### config.mk
export PLATFORM = sky130hd
export DESIGN_NAME = prescaled_timer_interrupt_unit_core
export DESIGN_NICKNAME = d
export VERILOG_FILES = /design/src/design/pitu_pkg.sv /design/src/design/pitu_csr.sv /design/src/design/pitu_tick.sv /design/src/design/prescaled_timer_interrupt_unit_core.sv
export SDC_FILE = /design/constraint.sdc
export NUM_CORES = 1
export LEC_CHECK = 0
export BUFFER_PORTS_ARGS = -buffer_cell sky130_fd_sc_hd__buf_2
export CAP_MARGIN = 20
export CORE_UTILIZATION = 55
export DETAILED_ROUTE_END_ITERATION = 8
export HOLD_SLACK_MARGIN = 0.05
export PLACE_DENSITY = 0.83
export SETUP_SLACK_MARGIN = 0.5
export SYNTH_ARGS = -nofsm -noshare
export SYNTH_HDL_FRONTEND = slang
export SYNTH_SLANG_ARGS = --single-unit
### constraint.sdc
create_clock -name clock -period 5.5 [get_ports clock]
set_input_delay 1.1 -clock clock [delete_from_list [all_inputs] [get_ports clock]]
set_output_delay 1.1 -clock clock [all_outputs]
set_load 0.1 [all_outputs]
### src/design/pitu_pkg.sv
`default_nettype none
package pitu_pkg;

   localparam int unsigned NUM_SOURCES  = 5;
   localparam int unsigned TIMER_SOURCE = 2;
   localparam int unsigned CSR_AW       = 4;

   localparam logic [6:0] VECTOR_BASE  = 7'h40;
   localparam logic [7:0] COUNT_MAX    = 8'hFF;
   localparam logic [5:0] DIV_MASK     = 6'h3F;

   // register index codes (paddr[3:2])
   typedef enum logic [1:0] {
      REG_COUNT_ENABLE = 2'd0,
      REG_RATE_MODE    = 2'd1,
      REG_RELOAD_VALUE = 2'd2,
      REG_ENABLE_MASK  = 2'd3
   } reg_index_type;

   // timer period select codes
   typedef enum logic [1:0] {
      RATE_256 = 2'd0,
      RATE_4   = 2'd1,
      RATE_16  = 2'd2,
      RATE_64  = 2'd3
   } rate_mode_type;

   typedef struct packed {
      logic                   count_enable;
      logic [1:0]             rate_mode;
      logic [7:0]             reload_value;
      logic [NUM_SOURCES-1:0] enable_mask;
   } cfg_type;

   typedef struct packed {
      logic                   at_boundary;
      logic [NUM_SOURCES-1:0] request_bits;
      logic                   master_on;
      logic                   master_off;
      logic                   enter_halt;
   } req_type;

   typedef struct packed {
      logic [7:0]             divider;
      logic [7:0]             timer_count;
      logic [NUM_SOURCES-1:0] pending_flags;
      logic                   service_valid;
      logic [6:0]             service_vector;
      logic                   halted;
      logic                   master_enable;
   } rsp_type;

   // phase bits that must be zero for a timer tick
   function automatic logic [7:0] period_mask(input logic [1:0] mode);
      logic [7:0] m;
      case (mode)
         RATE_256: m = 8'hFF;
         RATE_4:   m = 8'h03;
         RATE_16:  m = 8'h0F;
         RATE_64:  m = 8'h3F;
         default:  m = 8'hFF;
      endcase
      return m;
   endfunction

endpackage
`default_nettype wire

### src/design/pitu_csr.sv
`default_nettype none
module pitu_csr
   import pitu_pkg::*;
(
   input  wire logic              clock,
   input  wire logic              reset,
   input  wire logic              psel,
   input  wire logic              penable,
   input  wire logic              pwrite,
   input  wire logic [CSR_AW-1:0] paddr,
   input  wire logic [31:0]       pwdata,
   output logic      [31:0]       prdata,
   output cfg_type                cfg
);

   cfg_type       cfg_ff, cfg_in;
   reg_index_type idx;
   logic          wr_en;

   assign idx   = reg_index_type'(paddr[3:2]);
   assign wr_en = psel && penable && pwrite;

   // decode a write beat
   always_comb begin
      cfg_in = cfg_ff;
      if (wr_en) begin
         unique case (idx)
            REG_COUNT_ENABLE: cfg_in.count_enable = pwdata[0];
            REG_RATE_MODE:    cfg_in.rate_mode    = pwdata[1:0];
            REG_RELOAD_VALUE: cfg_in.reload_value = pwdata[7:0];
            REG_ENABLE_MASK:  cfg_in.enable_mask  = pwdata[NUM_SOURCES-1:0];
            default:          cfg_in = cfg_ff;
         endcase
      end
   end

   always_ff @(posedge clock) begin
      if (reset) begin
         cfg_ff <= '0;
      end else begin
         cfg_ff <= cfg_in;
      end
   end

   // read back
   always_comb begin
      prdata = '0;
      unique case (idx)
         REG_COUNT_ENABLE: prdata[0]               = cfg_ff.count_enable;
         REG_RATE_MODE:    prdata[1:0]             = cfg_ff.rate_mode;
         REG_RELOAD_VALUE: prdata[7:0]             = cfg_ff.reload_value;
         REG_ENABLE_MASK:  prdata[NUM_SOURCES-1:0] = cfg_ff.enable_mask;
         default:          prdata = '0;
      endcase
   end

   assign cfg = cfg_ff;

endmodule
`default_nettype wire

### src/design/pitu_tick.sv
`default_nettype none
module pitu_tick
   import pitu_pkg::*;
(
   input  wire logic    clock,
   input  wire logic    reset,
   input  wire logic    advance,
   input  wire req_type req,
   input  wire cfg_type cfg,
   output rsp_type      rsp
);

   logic [7:0]             phase_ff, phase_in;
   logic [7:0]             div_ff, div_in;
   logic [7:0]             count_ff, count_in;
   logic [NUM_SOURCES-1:0] flag_ff, flag_in;
   logic                   master_ff, master_in;
   logic                   halt_ff, halt_in;

   logic [NUM_SOURCES-1:0] flags_req;
   logic                   master_req;
   logic                   timer_tick;
   logic                   overflow;
   logic [NUM_SOURCES-1:0] flags_tmr;
   logic [NUM_SOURCES-1:0] ready;
   logic [2:0]             src_idx;
   logic                   take;

   // apply requests and master enable on/off (off wins over on)
   always_comb begin
      flags_req  = flag_ff | req.request_bits;
      master_req = req.master_off ? 1'b0 : (req.master_on ? 1'b1 : master_ff);
   end

   // advance phase, divider and timer
   always_comb begin
      phase_in   = phase_ff + 8'd1;
      div_in     = (phase_in[5:0] & DIV_MASK) == 6'd0 ? div_ff + 8'd1 : div_ff;
      timer_tick = cfg.count_enable && ((phase_in & period_mask(cfg.rate_mode)) == 8'd0);
      overflow   = timer_tick && (count_ff == COUNT_MAX);
      if (!timer_tick) begin
         count_in = count_ff;
      end else if (overflow) begin
         count_in = cfg.reload_value;
      end else begin
         count_in = count_ff + 8'd1;
      end
      flags_tmr = flags_req;
      if (overflow) begin
         flags_tmr[TIMER_SOURCE] = 1'b1;
      end
   end

   // pick the lowest enabled pending source
   always_comb begin
      ready   = cfg.enable_mask & flags_tmr;
      src_idx = '0;
      for (int i = NUM_SOURCES - 1; i >= 0; i--) begin
         if (ready[i]) begin
            src_idx = 3'(i);
         end
      end
   end

   // service at a boundary
   always_comb begin
      take      = req.at_boundary && (|ready) && master_req;
      flag_in   = flags_tmr;
      master_in = master_req;
      halt_in   = halt_ff | req.enter_halt;
      if (req.at_boundary && (|ready)) begin
         halt_in = 1'b0;
      end
      if (take) begin
         flag_in[src_idx] = 1'b0;
         master_in        = 1'b0;
      end
   end

   always_ff @(posedge clock) begin
      if (reset) begin
         phase_ff  <= '0;
         div_ff    <= '0;
         count_ff  <= '0;
         flag_ff   <= '0;
         master_ff <= 1'b0;
         halt_ff   <= 1'b0;
      end else if (advance) begin
         phase_ff  <= phase_in;
         div_ff    <= div_in;
         count_ff  <= count_in;
         flag_ff   <= flag_in;
         master_ff <= master_in;
         halt_ff   <= halt_in;
      end
   end

   always_comb begin
      rsp.divider        = div_in;
      rsp.timer_count    = count_in;
      rsp.pending_flags  = flag_in;
      rsp.service_valid  = take;
      rsp.service_vector = take ? (VECTOR_BASE | {1'b0, src_idx, 3'b000}) : 7'd0;
      rsp.halted         = halt_in;
      rsp.master_enable  = master_in;
   end

   a_hold_state: assert property (@(posedge clock) disable iff (reset)
      !advance |=> $stable(phase_ff) && $stable(flag_ff) && $stable(count_ff))
      else $error("tick state moved without an advancing beat");

   a_take_clears: assert property (@(posedge clock) disable iff (reset)
      take |-> !master_in && !halt_in && !flag_in[src_idx])
      else $error("serviced source left master, halt or flag set");

   a_take_needs_master: assert property (@(posedge clock) disable iff (reset)
      advance && take |=> !master_ff)
      else $error("master enable survived a service");

   a_phase_step: assert property (@(posedge clock) disable iff (reset)
      advance |=> phase_ff == $past(phase_ff) + 8'd1)
      else $error("phase did not step by one");

endmodule
`default_nettype wire

### src/design/prescaled_timer_interrupt_unit_core.sv
`default_nettype none
// A request beat is taken into the input register, then passed through the tick
// logic into the result register once that register is free.
// Throughput: one tick per cycle while the result is not stalled; the tick state updates in a single pass.
// A stalled result holds its register while one more request waits in the input register.
// Reset (synchronous, active high) clears phase, divider, timer, flags, master
// enable, halt and all configuration registers.
module prescaled_timer_interrupt_unit_core
   import pitu_pkg::*;
(
   input  wire logic                   clock,
   input  wire logic                   reset,
   input  wire logic                   req_valid,
   output logic                        req_stall,
   input  wire logic                   req_at_boundary,
   input  wire logic [NUM_SOURCES-1:0] req_request_bits,
   input  wire logic                   req_master_on,
   input  wire logic                   req_master_off,
   input  wire logic                   req_enter_halt,
   output logic                        rsp_valid,
   input  wire logic                   rsp_stall,
   output logic [7:0]                  rsp_divider,
   output logic [7:0]                  rsp_timer_count,
   output logic [NUM_SOURCES-1:0]      rsp_pending_flags,
   output logic                        rsp_service_valid,
   output logic [6:0]                  rsp_service_vector,
   output logic                        rsp_halted,
   output logic                        rsp_master_enable,
   input  wire logic                   csr_psel,
   input  wire logic                   csr_penable,
   input  wire logic                   csr_pwrite,
   input  wire logic [CSR_AW-1:0]      csr_paddr,
   input  wire logic [31:0]            csr_pwdata,
   output logic      [31:0]            csr_prdata,
   output logic                        csr_pready
);

   cfg_type cfg;
   req_type in_data_ff, in_data_in;
   logic    in_valid_ff, in_valid_in;
   rsp_type out_data_ff, out_data_in;
   logic    out_valid_ff, out_valid_in;
   rsp_type tick_rsp;
   logic    accept;
   logic    move;

   assign csr_pready = 1'b1;

   pitu_csr u_csr (
      .clock   (clock),
      .reset   (reset),
      .psel    (csr_psel),
      .penable (csr_penable),
      .pwrite  (csr_pwrite),
      .paddr   (csr_paddr),
      .pwdata  (csr_pwdata),
      .prdata  (csr_prdata),
      .cfg     (cfg)
   );

   pitu_tick u_tick (
      .clock   (clock),
      .reset   (reset),
      .advance (move),
      .req     (in_data_ff),
      .cfg     (cfg),
      .rsp     (tick_rsp)
   );

   // handshake: advance the held beat when the result register frees up
   assign move      = in_valid_ff && (!out_valid_ff || !rsp_stall);
   assign req_stall = in_valid_ff && !move;
   assign accept    = req_valid && !req_stall;

   always_comb begin
      in_valid_in = accept ? 1'b1 : (move ? 1'b0 : in_valid_ff);
      in_data_in  = in_data_ff;
      if (accept) begin
         in_data_in.at_boundary  = req_at_boundary;
         in_data_in.request_bits = req_request_bits;
         in_data_in.master_on    = req_master_on;
         in_data_in.master_off   = req_master_off;
         in_data_in.enter_halt   = req_enter_halt;
      end
      out_valid_in = move ? 1'b1 : (rsp_stall ? out_valid_ff : 1'b0);
      out_data_in  = move ? tick_rsp : out_data_ff;
   end

   always_ff @(posedge clock) begin
      if (reset) begin
         in_valid_ff  <= 1'b0;
         out_valid_ff <= 1'b0;
      end else begin
         in_valid_ff  <= in_valid_in;
         out_valid_ff <= out_valid_in;
      end
   end

   always_ff @(posedge clock) begin
      in_data_ff  <= in_data_in;
      out_data_ff <= out_data_in;
   end

   assign rsp_valid          = out_valid_ff;
   assign rsp_divider        = out_data_ff.divider;
   assign rsp_timer_count    = out_data_ff.timer_count;
   assign rsp_pending_flags  = out_data_ff.pending_flags;
   assign rsp_service_valid  = out_data_ff.service_valid;
   assign rsp_service_vector = out_data_ff.service_vector;
   assign rsp_halted         = out_data_ff.halted;
   assign rsp_master_enable  = out_data_ff.master_enable;

   a_no_drop: assert property (@(posedge clock) disable iff (reset)
      out_valid_ff && rsp_stall |-> !move)
      else $error("held result beat overwritten");

   a_vector_zero: assert property (@(posedge clock) disable iff (reset)
      out_valid_ff && !out_data_ff.service_valid |-> out_data_ff.service_vector == 7'd0)
      else $error("vector set without a service");

   a_service_state: assert property (@(posedge clock) disable iff (reset)
      out_valid_ff && out_data_ff.service_valid
      |-> out_data_ff.service_vector[6] && !out_data_ff.master_enable && !out_data_ff.halted)
      else $error("service beat inconsistent with master or halt");

endmodule
`default_nettype wire

==> flow_summary_export.csv <==
group,metric,value,unit
run_status,status,"finished, final reports clean",
layout,final_nets,549,
critical_path,critPathLaunch,"csr_paddr[2]",
grt,antenna_found_initial,0,
critical_path,cp_cell_sequence,"buf_2 > mux4_2 > buf_2",
job,drv_cap,0,
clock_tree,htreeDepth,3,
critical_path,endpoint_kind,"output port",
timing,tightest_slew,0.889,ns
die,pin_count,118,
critical_path,crit_family,"buffers and inverters",
layout,num_antenna_cells,0,
critical_path,reg2reg_from,"u_tick.phase_ff[0]",
timing,setup_ws,2.21,ns
timing,fin_worst_skew,0.0154,ns
critical_path,cp-start-kind,"primary input",
clock_tree,root_buffer,"clkbuf_8",
die,start_util,56.7,%
place,place_area,4580,sq um
synth,synthFlopType,"dfxtp_1",
synth,ys_ff_latch,85,
timing,layout_min_cycle_time,3.29,ns
clock_tree,cts_made_buffers,9,
die,num_rows,32,
grt,grt_max_degree,53,
power,vdd_drop_max,0.132,mV
clock_tree,ctsHoldBuffers,0,
layout,layout_common_cells,"buf_2, dfxtp_1, nor2_1, edfxtp_1, nand2_1",
layout,syn_to_final_growth,9.96,%
clock_tree,cts_tree,"done",
critical_path,path_class,"in -> out",
grt,grt_pass1_wl,14.7,mm
grt,gr-total-overflow,0,
die,die_y,91.0,um
timing,finalMaxSlewViolations,0,
critical_path,slowest_stage,"mux4_2",
drt,drc,0,
drt,dr.pass1.iters,5,
place,pre_cts_slack,2.17,ns
timing,fmax,0.304,GHz
timing,hold_viol,0,
drt,drt_iter0_markers,254,
clock_tree,cts_resized,0,
timing,slew_headroom,40.7,%
synth,synth.avg_cell_area,9.88,sq um
critical_path,critPathArrivalTime,2.19,ns
synth,yosysWarningCount,0,
timing,period_share,59.9,%
timing,rsz0062_at_grt,"false",
layout,final_common_cell,"buf_2",
die,die_area,8280,sq um
die,core-area,7690,sq um
clock_tree,clockBufferDepth,2,
drt,routedWlPerCell,15.3,um
drt,ant_nets,0,
drt,via_count,3520,
worst_hold_path,hp-start,"u_tick.flag_ff[0]",
drt,wirelength,9.16,mm
worst_hold_path,hold_class,"reg -> reg",
timing,timing.setup.tns,0,ns
synth,synth_edf_count,36,
clock_tree,path_clk_slew,0.08,ns
synth,synth_seq_area_share,47.3,%
grt,gr-usage-all-layers,22.3,%
power,power_density,289,nW/um^2
drt,viasPerCell,5.89,
layout,fin_util,62.3,%
clock_tree,cts_setup_buffers,0,
clock_tree,cts_sinks,85,
critical_path,crit_required,4.40,ns
place,gp_congestion,0.870,
place,port_buffers,63,
place,hpwl,6.28,mm
synth,ys_async_sr_fraction,0,%
synth,syn_area,4360,sq um
critical_path,worst-path-max-fanout,11,
layout,final_area,4790,sq um
synth,yosysUniqueCellTypes,64,
timing,setup_violations,0,
critical_path,path_common_cell,"buf_2",
die,die_w,91.0,um
synth,synth_cells,441,
timing,holdWs,0.481,ns
layout,drive_above_1_share,20.0,%
critical_path,path_buf_inv,2,
critical_path,worst_path_largest_cell_delay,0.54,ns
clock_tree,clk_latency,0.36,ns
layout,fillers,645,
grt,grt_pass1_vias,3049,
power,leakage,1.81,nW
-- routing by layer --
metal | part of all wire [%] | vias up | track usage [%] | routed length [um]
met4 | 2.5 | 0 | 9.92 | 228
met5 | 0 | - | 0 | 0
li1 | - | 1665 | - | -
met3 | 7.4 | 27 | 3.27 | 681
met1 | 45 | 1661 | 31.0 | 4090
met2 | 45 | 167 | 34.5 | 4160
-- per-stage QoR --
stage	power, W	cells
3_3_place_gp	0.000924	582
4_1_cts	0.00139	598
2_1_floorplan	0.000913	467
6_report	0.00139	598
3_5_place_dp	0.000927	582
5_1_grt	0.00142	598
-- where the power goes --
group	leakage [nW]	total [W]	internal (W)	switching, W
sequential	0.734	0.000689	0.000677	0.0000126
combinational	0.961	0.000224	0.0000274	0.000197
clock	0.110	0.000474	0.000256	0.000218
-- synth_stat cells, types with 5 or more instances --
master	count	area [sq um]
nor2_1	48	180
inv_1	6	22.5
and2_1	6	37.5
dfxtp_1	49	981
o21ai_0	14	70.1
o31ai_1	8	60.1
nor4_1	9	56.3
buf_2	5	25.0
nand3_1	14	70.1
ha_1	6	75.1
nor3_1	13	65.1
nand2_1	33	124
clkbuf_1	10	37.5
mux2i_1	22	220
buf_4	31	233
a21oi_1	22	110
xnor2_1	5	43.8
xor2_1	11	96.3
edfxtp_1	36	1080
and3_1	7	43.8
nand4_1	6	37.5
a31oi_1	10	62.6
-- worst paths after layout --
check	to	slack, ns	cells past startpoint
setup / recovery	csr_prdata[0]	2.21	3
hold / removal	u_tick.flag_ff[0]	0.48	2
setup reg to reg	rsp_timer_count[1]	2.69	6
hold reg to reg	u_tick.flag_ff[0]	0.48	2
-- cell families after synthesis --
group | Yosys count | share of synthesized area, %
AO/OA/AOI/OAI | 89 | 14.7
other | 2 | 0.172
AND/OR/NAND/NOR | 159 | 18.4
flip-flops | 85 | 47.3
XOR/XNOR | 16 | 3.22
buffers and inverters | 58 | 8.15
multiplexers | 26 | 6.34
adder cells (fa/ha/maj) | 6 | 1.72
-- registers in the layout, summed over array words and instances, names as in the netlist, 4 cells and up --
signal,count
rsp_divider,8
u_tick.phase_ff,8
u_tick.div_ff,8
in_data_ff,9
rsp_timer_count,8
rsp_pending_flags,5
u_tick.flag_ff,5
u_tick.count_ff,8
u_csr.cfg,16
rsp_service_vector,4
-- worst min-delay path: stages (launching register included) --
cell and delay [ns]:
dfxtp_1 0.33, nand2_1 0.05, a21oi_1 0.06
-- area by class of cell --
type,count,area (sq um),area share [%]
Sequential cell,85,2060,43.0
Multi-Input combinational cell,324,2040,42.5
Timing Repair Buffer,64,323,6.74
Clock buffer,10,128,2.66
Tap cell,102,128,2.66
Clock inverter,6,87.6,1.83
Inverter,7,26.3,0.548
Note: power is estimated with default switching activity, not from simulation.
